`config.mk`:
```
export PLATFORM = sky130hd
export DESIGN_NAME = packet_pool_free_list_top
export DESIGN_NICKNAME = d
export VERILOG_FILES = /design/src/rtl/core/pff_pkg.sv /design/src/rtl/core/packet_pool_free_list_top.sv
export SDC_FILE = /design/constraint.sdc
export NUM_CORES = 1
export LEC_CHECK = 0
export BUFFER_PORTS_ARGS = -buffer_cell sky130_fd_sc_hd__buf_2
export CAP_MARGIN = 5
export CORE_ASPECT_RATIO = 1.2
export CORE_UTILIZATION = 54
export DETAILED_ROUTE_END_ITERATION = 8
export PLACE_DENSITY = 0.73
export SETUP_SLACK_MARGIN = 0.3
export SLEW_MARGIN = 20
export SYNTH_ARGS = -nofsm -noshare
export SYNTH_HDL_FRONTEND = slang
export SYNTH_SLANG_ARGS = --single-unit
```
`constraint.sdc`:
```
create_clock -name clk -period 2.9 [get_ports clk]
set_input_delay 0.435 -clock clk [delete_from_list [all_inputs] [get_ports clk]]
set_output_delay 0.435 -clock clk [all_outputs]
set_load 0.01 [all_outputs]
```
`src/rtl/core/pff_pkg.sv`:
```
`default_nettype none

package pff_pkg;

    localparam int POOL_SIZE_DEF = 16;

    localparam logic [1:0] OP_ALLOC   = 2'd0;
    localparam logic [1:0] OP_RELEASE = 2'd1;
    localparam logic [1:0] OP_QUERY   = 2'd2;

    localparam logic [2:0] ST_OK    = 3'd0;
    localparam logic [2:0] ST_EMPTY = 3'd1;
    localparam logic [2:0] ST_RANGE = 3'd2;
    localparam logic [2:0] ST_DUP   = 3'd3;
    localparam logic [2:0] ST_FULL  = 3'd4;

    typedef enum logic [2:0] {
        S_FILL,
        S_IDLE,
        S_ALLOC_RD,
        S_SCAN,
        S_PUSH
    } pff_state_t;

endpackage

`default_nettype wire

```
`src/rtl/core/packet_pool_free_list_top.sv`:
```
`default_nettype none

// Free-list allocator for a pool of POOL_SIZE buffer slots, kept as a LIFO
// stack of free slot numbers in a single-port-read / single-port-write RAM.
//
// Command channel: a transaction is taken on a rising edge with start high
// and busy low (opcode: allocate, release, query; slot_index for release).
// Result channel: done is high for exactly one cycle with status,
// granted_slot and free_count; the receiver cannot stall it.
//
// Query, failed allocate and out-of-range release answer straight from the idle
// state; a successful allocate reads the RAM once, then answers. A release
// scans the stack for a duplicate, one stack entry per cycle through the RAM
// read port, stopping at a match, then writes the slot in the push state; when
// the pool is empty it goes straight to the push.
// A new command can be taken in the cycle done is high.
//
// After reset the block is busy while the RAM is filled so that slot 0 is
// handed out first, then 1, and so on.
module packet_pool_free_list_top #(
    parameter int POOL_SIZE = pff_pkg::POOL_SIZE_DEF
) (
    input  wire logic       clk,
    input  wire logic       rst_n,
    input  wire logic       start,
    output logic            busy,
    input  wire logic [1:0] opcode,
    input  wire logic [7:0] slot_index,
    output logic            done,
    output logic [2:0]      status,
    output logic [7:0]      granted_slot,
    output logic [8:0]      free_count
);

    import pff_pkg::*;

    localparam int AW = (POOL_SIZE > 1) ? $clog2(POOL_SIZE) : 1;
    localparam int TW = $clog2(POOL_SIZE + 1);

    logic [AW-1:0] mem [POOL_SIZE];
    logic [AW-1:0] rd_data_reg;

    pff_state_t    state_reg, state_next;
    logic [TW-1:0] total_reg, total_next;
    logic [TW-1:0] idx_reg, idx_next;
    logic          cmp_vld_reg, cmp_vld_next;
    logic [AW-1:0] slot_reg, slot_next;
    logic          done_reg, done_next;
    logic [2:0]    status_reg, status_next;
    logic [7:0]    granted_reg, granted_next;

    logic          rd_en, wr_en;
    logic [AW-1:0] rd_addr, wr_addr, wr_data;
    logic          accept, in_range, hit, scan_more, fill_last;

    assign accept    = start && (state_reg == S_IDLE);
    assign in_range  = {1'b0, slot_index} < 9'(POOL_SIZE);
    assign hit       = cmp_vld_reg && (rd_data_reg == slot_reg);
    assign scan_more = idx_reg < total_reg;
    assign fill_last = idx_reg == TW'(POOL_SIZE - 1);

    always_ff @(posedge clk)
    begin
        if (wr_en)
        begin
            mem[wr_addr] <= wr_data;
        end
        if (rd_en)
        begin
            rd_data_reg <= mem[rd_addr];
        end
    end

    always_ff @(posedge clk or negedge rst_n)
    begin
        if (!rst_n)
        begin
            state_reg   <= S_FILL;
            total_reg   <= TW'(POOL_SIZE);
            idx_reg     <= '0;
            cmp_vld_reg <= 1'b0;
            done_reg    <= 1'b0;
        end
        else
        begin
            state_reg   <= state_next;
            total_reg   <= total_next;
            idx_reg     <= idx_next;
            cmp_vld_reg <= cmp_vld_next;
            done_reg    <= done_next;
        end
    end

    always_ff @(posedge clk)
    begin
        slot_reg    <= slot_next;
        status_reg  <= status_next;
        granted_reg <= granted_next;
    end

    // next state
    always_comb
    begin
        state_next = state_reg;
        case (state_reg)
            S_FILL:
            begin
                if (fill_last)
                begin
                    state_next = S_IDLE;
                end
            end
            S_IDLE:
            begin
                if (accept)
                begin
                    if (opcode == OP_ALLOC && total_reg != '0)
                    begin
                        state_next = S_ALLOC_RD;
                    end
                    else if (opcode == OP_RELEASE && in_range)
                    begin
                        state_next = (total_reg == '0) ? S_PUSH : S_SCAN;
                    end
                end
            end
            S_ALLOC_RD:
            begin
                state_next = S_IDLE;
            end
            S_SCAN:
            begin
                if (hit)
                begin
                    state_next = S_IDLE;
                end
                else if (!scan_more)
                begin
                    state_next = S_PUSH;
                end
            end
            S_PUSH:
            begin
                state_next = S_IDLE;
            end
            default:
            begin
                state_next = S_IDLE;
            end
        endcase
    end

    // datapath and outputs
    always_comb
    begin
        total_next   = total_reg;
        idx_next     = idx_reg;
        cmp_vld_next = 1'b0;
        slot_next    = slot_reg;
        done_next    = 1'b0;
        status_next  = status_reg;
        granted_next = granted_reg;
        rd_en        = 1'b0;
        rd_addr      = idx_reg[AW-1:0];
        wr_en        = 1'b0;
        wr_addr      = idx_reg[AW-1:0];
        wr_data      = AW'(POOL_SIZE - 1) - idx_reg[AW-1:0];
        case (state_reg)
            S_FILL:
            begin
                wr_en    = 1'b1;
                idx_next = fill_last ? '0 : idx_reg + 1'b1;
            end
            S_IDLE:
            begin
                if (accept)
                begin
                    slot_next    = slot_index[AW-1:0];
                    idx_next     = '0;
                    granted_next = '0;
                    status_next  = ST_OK;
                    if (opcode == OP_ALLOC)
                    begin
                        if (total_reg == '0)
                        begin
                            status_next = ST_EMPTY;
                            done_next   = 1'b1;
                        end
                        else
                        begin
                            rd_en      = 1'b1;
                            rd_addr    = AW'(total_reg - 1'b1);
                            total_next = total_reg - 1'b1;
                        end
                    end
                    else if (opcode == OP_RELEASE)
                    begin
                        if (!in_range)
                        begin
                            status_next = ST_RANGE;
                            done_next   = 1'b1;
                        end
                    end
                    else
                    begin
                        done_next = 1'b1;
                    end
                end
            end
            S_ALLOC_RD:
            begin
                granted_next = 8'(rd_data_reg);
                status_next  = ST_OK;
                done_next    = 1'b1;
            end
            S_SCAN:
            begin
                // read of entry idx overlaps the compare of entry idx-1
                if (hit)
                begin
                    status_next = ST_DUP;
                    done_next   = 1'b1;
                end
                else if (scan_more)
                begin
                    rd_en        = 1'b1;
                    idx_next     = idx_reg + 1'b1;
                    cmp_vld_next = 1'b1;
                end
            end
            S_PUSH:
            begin
                done_next = 1'b1;
                if (total_reg >= TW'(POOL_SIZE))
                begin
                    status_next = ST_FULL;
                end
                else
                begin
                    wr_en       = 1'b1;
                    wr_addr     = total_reg[AW-1:0];
                    wr_data     = slot_reg;
                    total_next  = total_reg + 1'b1;
                    status_next = ST_OK;
                end
            end
            default:
            begin
                done_next = 1'b0;
            end
        endcase
    end

    assign busy         = state_reg != S_IDLE;
    assign done         = done_reg;
    assign status       = status_reg;
    assign granted_slot = granted_reg;
    assign free_count   = 9'(total_reg);

endmodule

`default_nettype wire

```
==> flow_summary.json, run 1 <==
{
  "die_w_um": 87.23,
  "netlist.area_leader.share_pct": 50.40,
  "drc": 0,
  "dieHeight_um": 104.3,
  "ys_seq_elements": 94,
  "tightestPinTransition_ns": 0.6639,
  "tritoncts": "built",
  "layout_commonest_cell": "edfxtp_1",
  "vdd_drop_max_v": 0.0004049,
  "wl_per_cell_um": 19.48,
  "cpLargestDelayFamily": "simple AND/OR/NAND/NOR gates",
  "skew_ns": 0.01093,
  "yosys_warnings": 0,
  "area_growth_pct": 15.98,
  "grt_pass1_vias": 3318,
  "htreeDepth": 3,
  "cp.buffers_inverters": 2,
  "cts_max_path_buffers": 2,
  "r2r-start": "total_reg[1]$_DFFE_PN0P_",
  "p_total_w": 0.004967,
  "wl_mm": 11.18,
  "fin_tns_setup_ns": 0,
  "min_period_over_period_pct": 88.89,
  "firstDrtPassIters": 5,
  "coreArea_sq_um": 8288,
  "portBuffers": 26,
  "antenna_left": 0,
  "grt_max_degree": 17,
  "ioPinCount": 35,
  "reg2reg_depth": 9,
  "clockRootBuffer": "clkbuf_8",
  "insertion_delay_ns": 0.37,
  "crit_path_end_kind": "flip-flop",
  "max_stage_delay_ns": 0.60,
  "startpoint": "total_reg[1]$_DFFE_PN0P_",
  "cpMaxStageDelayCell": "or4_4",
  "fp-row-count": 36,
  "via_per_inst": 6.047,
  "start_util_pct": 56.79,
  "vias": 3471,
  "antenna_found_initial": 0,
  "synth_ff_type": "edfxtp_1",
  "layout-drive-gt1-share_pct": 27.17,
  "regToRegSetupSlack_ns": 0.32,
  "grt_first_pass_wirelength_mm": 17.15,
  "yosys-top-cells-area": "edfxtp_1 (50%), dfrtp_1 (7.4%), nand3_1 (3.7%), nor2_1 (3.3%), mux2_2 (2.6%)",
  "n_fill_cell": 624,
  "clk_pin_slew_ns": 0.09,
  "routabilityCongestion": 0.9530,
  "crit_required_ns": 3.01,
  "crit_path_max_fanout": 6,
  "die_area_sq_um": 9096,
  "synth_cell_types": 59,
  "grt_setup_unrepaired": "yes",
  "drt_iter0_drc": 385,
  "syn_area_per_cell_sq_um": 11.77,
  "final_hold_viol_count": 0,
  "criticalPathCategory": "reg -> reg",
  "clock.fmax_ghz": 0.3879,
  "endpoint": "rd_data_reg[0]$_DFFE_PP_",
  "min_path_type": "in -> reg",
  "seq_area_frac_synth_pct": 58.40,
  "grt_usage_pct": 25.35,
  "slew_viol_final": 0,
  "final.min_clock_period_ns": 2.578,
  "async_reset_ff_share_pct": 15.96,
  "num_antenna_cells": 0,
  "hpwl_mm": 7.749,
  "clock-sinks": 94,
  "maxCapViolCount": 0,
  "critPathArrivalTime_ns": 2.69,
  "synth_edf_count": 79,
  "r2r-end": "rd_data_reg[0]$_DFFE_PP_",
  "start_kind": "flip-flop",
  "cp_cell_sequence": "inv_4 -> ha_4 -> nor4b_4 -> buf_4 -> or4_4 -> nand2_8 -> mux2_2 -> o211ai_1 -> nand4_1",
  "overflow": 0,
  "setup_viol": 0,
  "cp_num_cells": 9,
  "syn_area_sq_um": 4707,
  "syn_inst": 400,
  "leakage_nw": 1.992,
  "power_density_nw_per_um2": 909.9,
  "outcome": "finished, final reports clean",
  "mostFrequentLayoutCells": "edfxtp_1 (79), nand3_1 (35), nor2_1 (33), buf_4 (33), buf_2 (26)",
  "largest_register_ffs": 64,
  "layout.nets": 477,
  "synth_top_area_cell": "edfxtp_1",
  "placed_cell_area_sq_um": 5024,
  "numCtsBuffers": 9,
  "final_area_sq_um": 5459,
  "max_slew_margin_pct": 55.53
}
[final cells by class]
| type | instances | area [sq um] | area share, % |
|---|---|---|---|
| inverter | 15 | 58.81 | 1.077 |
| timing repair buffer | 61 | 407.9 | 7.472 |
| sequential | 94 | 2754 | 50.45 |
| clock inverter | 7 | 71.32 | 1.306 |
| clock buffer | 9 | 123.9 | 2.269 |
| tap | 114 | 142.6 | 2.613 |
| multi-input combinational | 274 | 1901 | 34.82 |
[logic make-up (layout without fill, tap and decap cells)]
group | Yosys count | in the layout | share of synthesized area, %
buffers and inverters | 40 | 92 | 4.572
XOR/XNOR | 12 | 12 | 2.233
multiplexers | 18 | 18 | 4.546
other | 1 | 8 | 0.07967
AO/OA/AOI/OAI | 87 | 87 | 12.04
flip-flops | 94 | 94 | 58.40
adder cells (fa/ha/maj) | 9 | 9 | 2.392
AND/OR/NAND/NOR | 139 | 140 | 15.74
[worst register-to-register path, stage by stage (launching register included)]
cell      delay, ns
dfrtp_2        0.44
inv_4          0.05
ha_4           0.16
nor4b_4        0.15
buf_4          0.17
or4_4          0.60
nand2_8        0.13
mux2_2         0.34
o211ai_1       0.18
nand4_1        0.11
[synthesized netlist by cell type (2+ instances only)]
master,n
or3_1,3
and2_1,7
a211oi_1,3
a31oi_1,5
mux2i_1,3
buf_6,3
o22ai_1,4
xnor2_1,11
o21ai_0,24
o211ai_1,15
nor2_1,41
a22oi_1,2
dfrtp_1,14
ha_1,9
or4_1,2
nand4_1,8
mux2_2,11
buf_4,9
clkbuf_1,5
nand2b_1,4
nand3_1,35
inv_1,15
nand2_1,14
or2_2,2
a211o_1,2
o21bai_1,2
mux2_4,4
a21oi_1,18
edfxtp_1,79
buf_2,7
nor3b_1,3
nor3_1,9
[where the power goes]
| group | switching (W) | internal [W] | total, W |
|---|---|---|---|
| Sequential | 0.000188 | 0.00181 | 0.00200 |
| Clock | 0.000471 | 0.000404 | 0.000874 |
| Combinational | 0.00125 | 0.000841 | 0.00209 |
| Total | 0.00191 | 0.00305 | 0.00497 |
[metal layers]
| layer | vias up | part of all wire, % | global-route usage (%) | routed length (um) |
|---|---|---|---|---|
| li1 | 1600 | - | - | - |
| met3 | 39 | 5.4 | 4.365 | 609 |
| met5 | - | 0 | 0 | 0 |
| met4 | 0 | 3.6 | 9.836 | 398 |
| met2 | 159 | 50 | 40.72 | 5579 |
| met1 | 1673 | 41 | 34.21 | 4593 |
[worst min-delay path by stage]
stage / slack, ns / cells past startpoint / to / from
after CTS: 0.23 / 1 / slot_reg[2]$_DFFE_PP_ / slot_index[2]
final: 0.24 / 1 / slot_reg[2]$_DFFE_PP_ / slot_index[2]
after floorplan: 0.14 / 0 / cmp_vld_reg$_DFF_PN0_ / rst_n
after global routing: 0.24 / 1 / slot_reg[3]$_DFFE_PP_ / slot_index[3]
after detailed placement: 0.37 / 1 / total_reg[2]$_DFFE_PN0P_ / rst_n
after global placement: 0.37 / 1 / total_reg[2]$_DFFE_PN0P_ / rst_n
[stage by stage]
step	setup WS (ns)	hold slack [ns]	util (%)	std cells
after CTS	0.2531	0.2280	63.27	562
after global placement	0.3123	0.3682	60.61	543
final	0.3222	0.2400	65.87	574
after detailed placement	0.1857	0.3682	60.61	543
after global routing	0.2247	0.2382	65.87	574
after floorplan	0.3083	0.1394	-	407
[repair_timing]
item,in CTS,in global routing
hold buffers,1,0
hold endpoints to repair,14,0
pin swaps,0,14
gates resized for setup,0,29
setup buffers,2,11
setup endpoints to repair,20,47
gates cloned,0,1
No activity file was read; power rests on OpenSTA's default activity.
==> run 2: changes to the inputs <==
ABC_AREA = 1   (was unset)
CORE_UTILIZATION = 40   (was 54)
PLACE_DENSITY = 0.56   (was 0.73)
==> run 2 against run 1 <==
Compared with the run above:
- the run now ends with hold timing left
- via count up 1.9%
- cell area grew 0.69%
- fmax is 7.5% higher
- area after synthesis grew 5.0%
- routed wire length decreased by 2.3%
- final cell count rose by 25%
- total power up 5.5%
==> flow_summary.json, run 2 <==
{
  "violations": "hold timing",
  "ioPinCount": 35,
  "min_path_type": "in -> async",
  "crit_path_end_kind": "flip-flop",
  "synth_ff_type": "edfxtp_1",
  "synth_most_common_cell": "nand2_1",
  "fp-row-count": 44,
  "skew_ns": 0.01196,
  "power_density_nw_per_um2": 953.1,
  "die_w_um": 103.5,
  "dieHeight_um": 123.8,
  "clock-sinks": 94,
  "slew_viol_final": 0,
  "seq_area_frac_synth_pct": 55.61,
  "fin_tns_setup_ns": 0,
  "area_growth_pct": 11.19,
  "maxCapViolCount": 0,
  "min_period_over_period_pct": 82.67,
  "grt_pass1_vias": 3370,
  "num_antenna_cells": 0,
  "numCtsBuffers": 9,
  "crit_required_ns": 3.00,
  "clk_pin_slew_ns": 0.07,
  "p_total_w": 0.005239,
  "criticalPathCategory": "reg -> reg",
  "async_reset_ff_share_pct": 15.96,
  "start_kind": "flip-flop",
  "layout-drive-gt1-share_pct": 13.06,
  "leakage_nw": 2.527,
  "final.min_clock_period_ns": 2.397,
  "firstDrtPassIters": 5,
  "antenna_found_initial": 0,
  "start_util_pct": 41.00,
  "overflow": 0,
  "netlist.area_leader.share_pct": 47.99,
  "mostFrequentLayoutCells": "nand2_1 (107), inv_1 (106), edfxtp_1 (79)",
  "grt_max_degree": 29,
  "max_slew_margin_pct": 47.36,
  "vias": 3538,
  "r2r-start": "total_reg[0]$_DFFE_PN0P_",
  "syn_area_per_cell_sq_um": 9.416,
  "hpwl_mm": 7.972,
  "drc": 0,
  "tightestPinTransition_ns": 0.7896,
  "vdd_drop_max_v": 0.0003842,
  "tritoncts": "built",
  "ys_seq_elements": 94,
  "synth_common_cells": "nand2_1 (107), inv_1 (106), edfxtp_1 (79), nand3_1 (75), nor2_1 (37)",
  "coreArea_sq_um": 12060,
  "final_hold_viol_count": 3,
  "htreeDepth": 3,
  "syn_inst": 525,
  "critPathArrivalTime_ns": 2.50,
  "syn_area_sq_um": 4943,
  "r2r-end": "rd_data_reg[3]$_DFFE_PP_",
  "clockRootBuffer": "clkbuf_16",
  "timing.hold.ws_ns": -0.001549,
  "routabilityCongestion": 0.8972,
  "largest_register_ffs": 64,
  "grt_usage_pct": 18.48,
  "insertion_delay_ns": 0.34,
  "clock.fmax_ghz": 0.4171,
  "antenna_left": 0,
  "synth_cell_types": 42,
  "cts_max_path_buffers": 2,
  "crit_path_max_fanout": 28,
  "grt_setup_unrepaired": "no",
  "layout.nets": 577,
  "wl_mm": 10.92,
  "synth_edf_count": 79,
  "wl_per_cell_um": 15.17,
  "synth_top_area_cell": "edfxtp_1",
  "die_area_sq_um": 12810,
  "regToRegSetupSlack_ns": 0.50,
  "portBuffers": 26,
  "layout_commonest_cell": "nand2_1",
  "reg2reg_depth": 11,
  "grt_first_pass_wirelength_mm": 17.28,
  "setup_viol": 0,
  "yosys_warnings": 0,
  "cts_hold_buf": 0,
  "via_per_inst": 4.914,
  "outcome": "finished with violations",
  "yosys-top-cells-area": "edfxtp_1 (48%), nand2_1 (8.1%), inv_1 (8.0%), nand3_1 (7.6%), dfrtp_1 (7.1%)",
  "drt_iter0_drc": 197
}
## run 2: cell count changes in the layout (fill, tap and decap cells not counted), sizes merged, moves of 7 or more
| cell | before | now |
|---|---|---|
| mux2 | 15 | 0 |
| buf | 60 | 29 |
| nand2 | 16 | 115 |
| and2 | 7 | 0 |
| inv | 18 | 112 |
| o211ai | 15 | 2 |
| xnor2 | 11 | 1 |
| o21ai | 24 | 16 |
| nor3 | 9 | 0 |
| nand3 | 35 | 78 |
## run 2: power by group
group          leakage [nW]  internal, W  total [W]  switching [W]
Clock                 0.153     0.000754    0.00124       0.000491
Combinational          1.49     0.000605    0.00199        0.00139
Sequential            0.882      0.00182    0.00200       0.000179
Total                  2.53      0.00318    0.00524        0.00206
## run 2: metal layers
layer	vias to the layer above	wire length [um]	track usage, %
met1	1676	4675	22.66
met4	0	322	8.891
met3	23	460	2.525
met5	-	0	0
li1	1747	-	-
met2	92	5465	31.79
## run 2: cells by family after synthesis
| kind of cell | count (synthesis) | synth area share (%) |
|---|---|---|
| AND/OR/NAND/NOR | 242 | 23.59 |
| flip-flops | 94 | 55.61 |
| AO/OA/AOI/OAI | 42 | 5.467 |
| other | 1 | 0.07586 |
| XOR/XNOR | 8 | 1.417 |
| buffers and inverters | 129 | 11.57 |
| adder cells (fa/ha/maj) | 9 | 2.278 |
## run 2: worst max-delay path, cell delays in order (launching register included)
cell     delay (ns)
dfrtp_1        0.43
inv_1          0.21
ha_1           0.30
nand3_4        0.16
nand3_4        0.20
nand2_4        0.09
nand2_4        0.26
nand2_1        0.09
nand3_1        0.11
nand3_1        0.11
nand3_1        0.10
nand2_1        0.06
## run 2: final cells by class
cell class,count,area [sq um]
clock inverters,5,82.58
inverters,112,424.2
flip-flops and latches,94,2749
clock buffers,10,229.0
repair buffers,29,152.6
multi-input cells,309,1658
well taps,161,201.4
fillers,1152,6560
## run 2: timing repair
| action | CTS | global route |
|---|---|---|
| resized for setup | 0 | 1 |
| setup endpoints to repair | 0 | 2 |
| hold endpoints to repair | 0 | 0 |
| buffers inserted | 0 | 0 |
## run 2: worst max-delay path by stage
stage | startpoint | end | cells after the start
CTS | total_reg[0]$_DFFE_PN0P_ | rd_data_reg[3]$_DFFE_PP_ | 11
floorplan | total_reg[0]$_DFFE_PN0P_ | rd_data_reg[0]$_DFFE_PP_ | 12
global route | total_reg[0]$_DFFE_PN0P_ | rd_data_reg[3]$_DFFE_PP_ | 11
global placement | total_reg[0]$_DFFE_PN0P_ | rd_data_reg[2]$_DFFE_PP_ | 11
finish | total_reg[0]$_DFFE_PN0P_ | rd_data_reg[3]$_DFFE_PP_ | 11
detailed placement | total_reg[0]$_DFFE_PN0P_ | rd_data_reg[3]$_DFFE_PP_ | 11
## run 2: metrics by stage
| step | instance area [sq um] | std cells | hold WS [ns] | utilization, % | setup WS (ns) |
|---|---|---|---|---|---|
| floorplan | 4970 | 532 | 0.1394 | - | 0.8391 |
| global placement | 5176 | 705 | 0.3726 | 42.93 | 0.4894 |
| detailed placement | 5176 | 705 | 0.3771 | 42.93 | 0.4857 |
| CTS | 5488 | 720 | 0.01086 | 45.52 | 0.4735 |
| global route | 5497 | 720 | 0.02784 | 45.59 | 0.3079 |
| finish | 5497 | 720 | -0.001549 | 45.59 | 0.5025 |
==> run 3: changes to the inputs <==
ABC_AREA = 0   (was 1)
PLACE_DENSITY = 0.54   (was 0.56)
clock period = 2.4 ns   (was 2.9 ns; I/O delays follow)
==> run 3 against run 2 <==
Compared with the run above:
- the run ends with setup timing left
- clock skew decreased by 0.00093 ns
- register-to-register slack got worse by 0.54 ns
- first-iteration DRC count increased by 34%
- sequential share of layout area decreased by 4.9 points
- highest routed layer unchanged
==> flow_summary.json, run 3 (synthesized netlist as in run 1, its figures left out) <==
{
  "outcome": "finished with violations",
  "violations": "setup timing",
  "portBuffers": 26,
  "insertion_delay_ns": 0.35,
  "min_path_type": "in -> reg",
  "dieHeight_um": 120.8,
  "mostFrequentLayoutCells": "edfxtp_1 (79), buf_4 (55), nand3_1 (35)",
  "clock.fmax_ghz": 0.4095,
  "maxCapViolCount": 0,
  "crit_path_max_fanout": 9,
  "grt_max_degree": 19,
  "fp-row-count": 43,
  "skew_ns": 0.01103,
  "grt_pass1_vias": 3476,
  "start_kind": "flip-flop",
  "tritoncts": "built",
  "numCtsBuffers": 9,
  "dpl.cell_count": 618,
  "via_per_inst": 5.371,
  "power_density_nw_per_um2": 1151,
  "p_total_w": 0.007031,
  "startpoint": "total_reg[0]$_DFFE_PN0P_",
  "layout_commonest_cell": "edfxtp_1",
  "drt_iter0_drc": 264,
  "largest_register_ffs": 64,
  "fin_tns_setup_ns": -0.1002,
  "final.min_clock_period_ns": 2.442,
  "coreArea_sq_um": 11510,
  "leakage_nw": 2.223,
  "die_w_um": 101.0,
  "grt_setup_unrepaired": "yes",
  "overflow": 0,
  "layout-drive-gt1-share_pct": 37.73,
  "htreeDepth": 3,
  "die_area_sq_um": 12210,
  "min_period_over_period_pct": 101.7,
  "swShare_pct": 36.93,
  "max_slew_margin_pct": 63.74,
  "r2r-start": "total_reg[0]$_DFFE_PN0P_",
  "antenna_found_initial": 0,
  "start_util_pct": 40.88,
  "p_int_w": 0.004435,
  "dp_slack_ns": -0.1417,
  "wl_per_cell_um": 18.73,
  "layout.nets": 510,
  "setup_viol": 4,
  "firstDrtPassIters": 6,
  "pwr-share-clk_pct": 20.6,
  "slew_viol_final": 0,
  "routabilityCongestion": 0.8140,
  "crit_required_ns": 2.49,
  "grt_first_pass_wirelength_mm": 19.10,
  "ioPinCount": 35,
  "area_growth_pct": 29.77,
  "clock-sinks": 94,
  "drc": 0,
  "clk_pin_slew_ns": 0.07,
  "tightestPinTransition_ns": 0.5407,
  "wl_mm": 12.18,
  "antenna_left": 0,
  "combPwrFrac_pct": 46.1,
  "critPathArrivalTime_ns": 2.53,
  "crit_path_end_kind": "flip-flop",
  "clockRootBuffer": "clkbuf_16",
  "grt_usage_pct": 21.42,
  "fin_ws_ns": -0.04197,
  "vdd_drop_max_v": 0.0004319,
  "hp-start": "slot_index[2]",
  "timing.hold.ws_ns": 0.1910,
  "finalNonFillerCells": 650,
  "switching_power_w": 0.002597,
  "vias": 3491,
  "criticalPathCategory": "reg -> reg",
  "hpwl_mm": 8.626,
  "cts_max_path_buffers": 2,
  "num_antenna_cells": 0,
  "seq_power_share_pct": 33.4,
  "final_hold_viol_count": 0
}
[run 3: worst paths after layout]
check,slack [ns],cells after the start,endpoint
max,-0.04,9,rd_data_reg[2]$_DFFE_PP_
min,0.19,1,slot_reg[2]$_DFFE_PP_
max reg2reg,-0.04,9,rd_data_reg[2]$_DFFE_PP_
min reg2reg,0.60,1,granted_slot[3]$_SDFFCE_PN0P_
max in group asynchronous,1.64,2,total_reg[4]$_DFFE_PN1P_
min in group asynchronous,0.45,2,total_reg[0]$_DFFE_PN0P_
[run 3: repair_timing]
| item | in CTS | in global routing |
|---|---|---|
| endpoints found under the hold margin | 14 | 0 |
| hold buffers | 1 | 0 |
| gates resized for setup | 40 | 23 |
| setup buffers | 10 | 4 |
| pin swaps | 14 | 13 |
| gates cloned | 1 | 0 |
| setup endpoints to repair | 76 | 74 |
[run 3: power by group through the flow]
stage,registers [W],clock network (W),logic [W]
floorplan,0.00240,0,0.00171
global placement,0.00237,0,0.00271
detailed placement,0.00237,0,0.00272
CTS,0.00235,0.00146,0.00305
global route,0.00238,0.00151,0.00352
finish,0.00235,0.00145,0.00324
[run 3: cell type report]
type / instances / area (sq um)
tap: 157 / 196.4
timing repair buffer: 94 / 744.5
clock inverter: 7 / 71.32
clock buffer: 9 / 225.2
inverter: 15 / 66.31
sequential: 94 / 2754
fill: 1005 / 5405
multi-input combinational: 274 / 2051
[run 3: metrics by stage]
step / util (%) / area (sq um)
2_1_floorplan: - / 4823
3_3_place_gp: 46.83 / 5391
3_5_place_dp: 46.83 / 5391
4_1_cts: 51.90 / 5976
5_1_grt: 53.05 / 6108
6_report: 53.05 / 6108
[run 3: worst max-delay path, cell delays in order (launching register included)]
cell      delay (ns)
dfrtp_2         0.41
inv_2           0.08
ha_4            0.15
or4b_4          0.48
a31oi_4         0.21
nor2_4          0.07
buf_12          0.15
mux2_4          0.30
o211ai_1        0.21
nand4_1         0.12
[run 3: routing by layer]
layer / vias up / routed length [um] / track usage (%)
met5: - / 0 / 0
met4: 0 / 376 / 11.50
met3: 28 / 451 / 2.717
met2: 115 / 6089 / 35.83
met1: 1684 / 5259 / 26.83
li1: 1664 / - / -
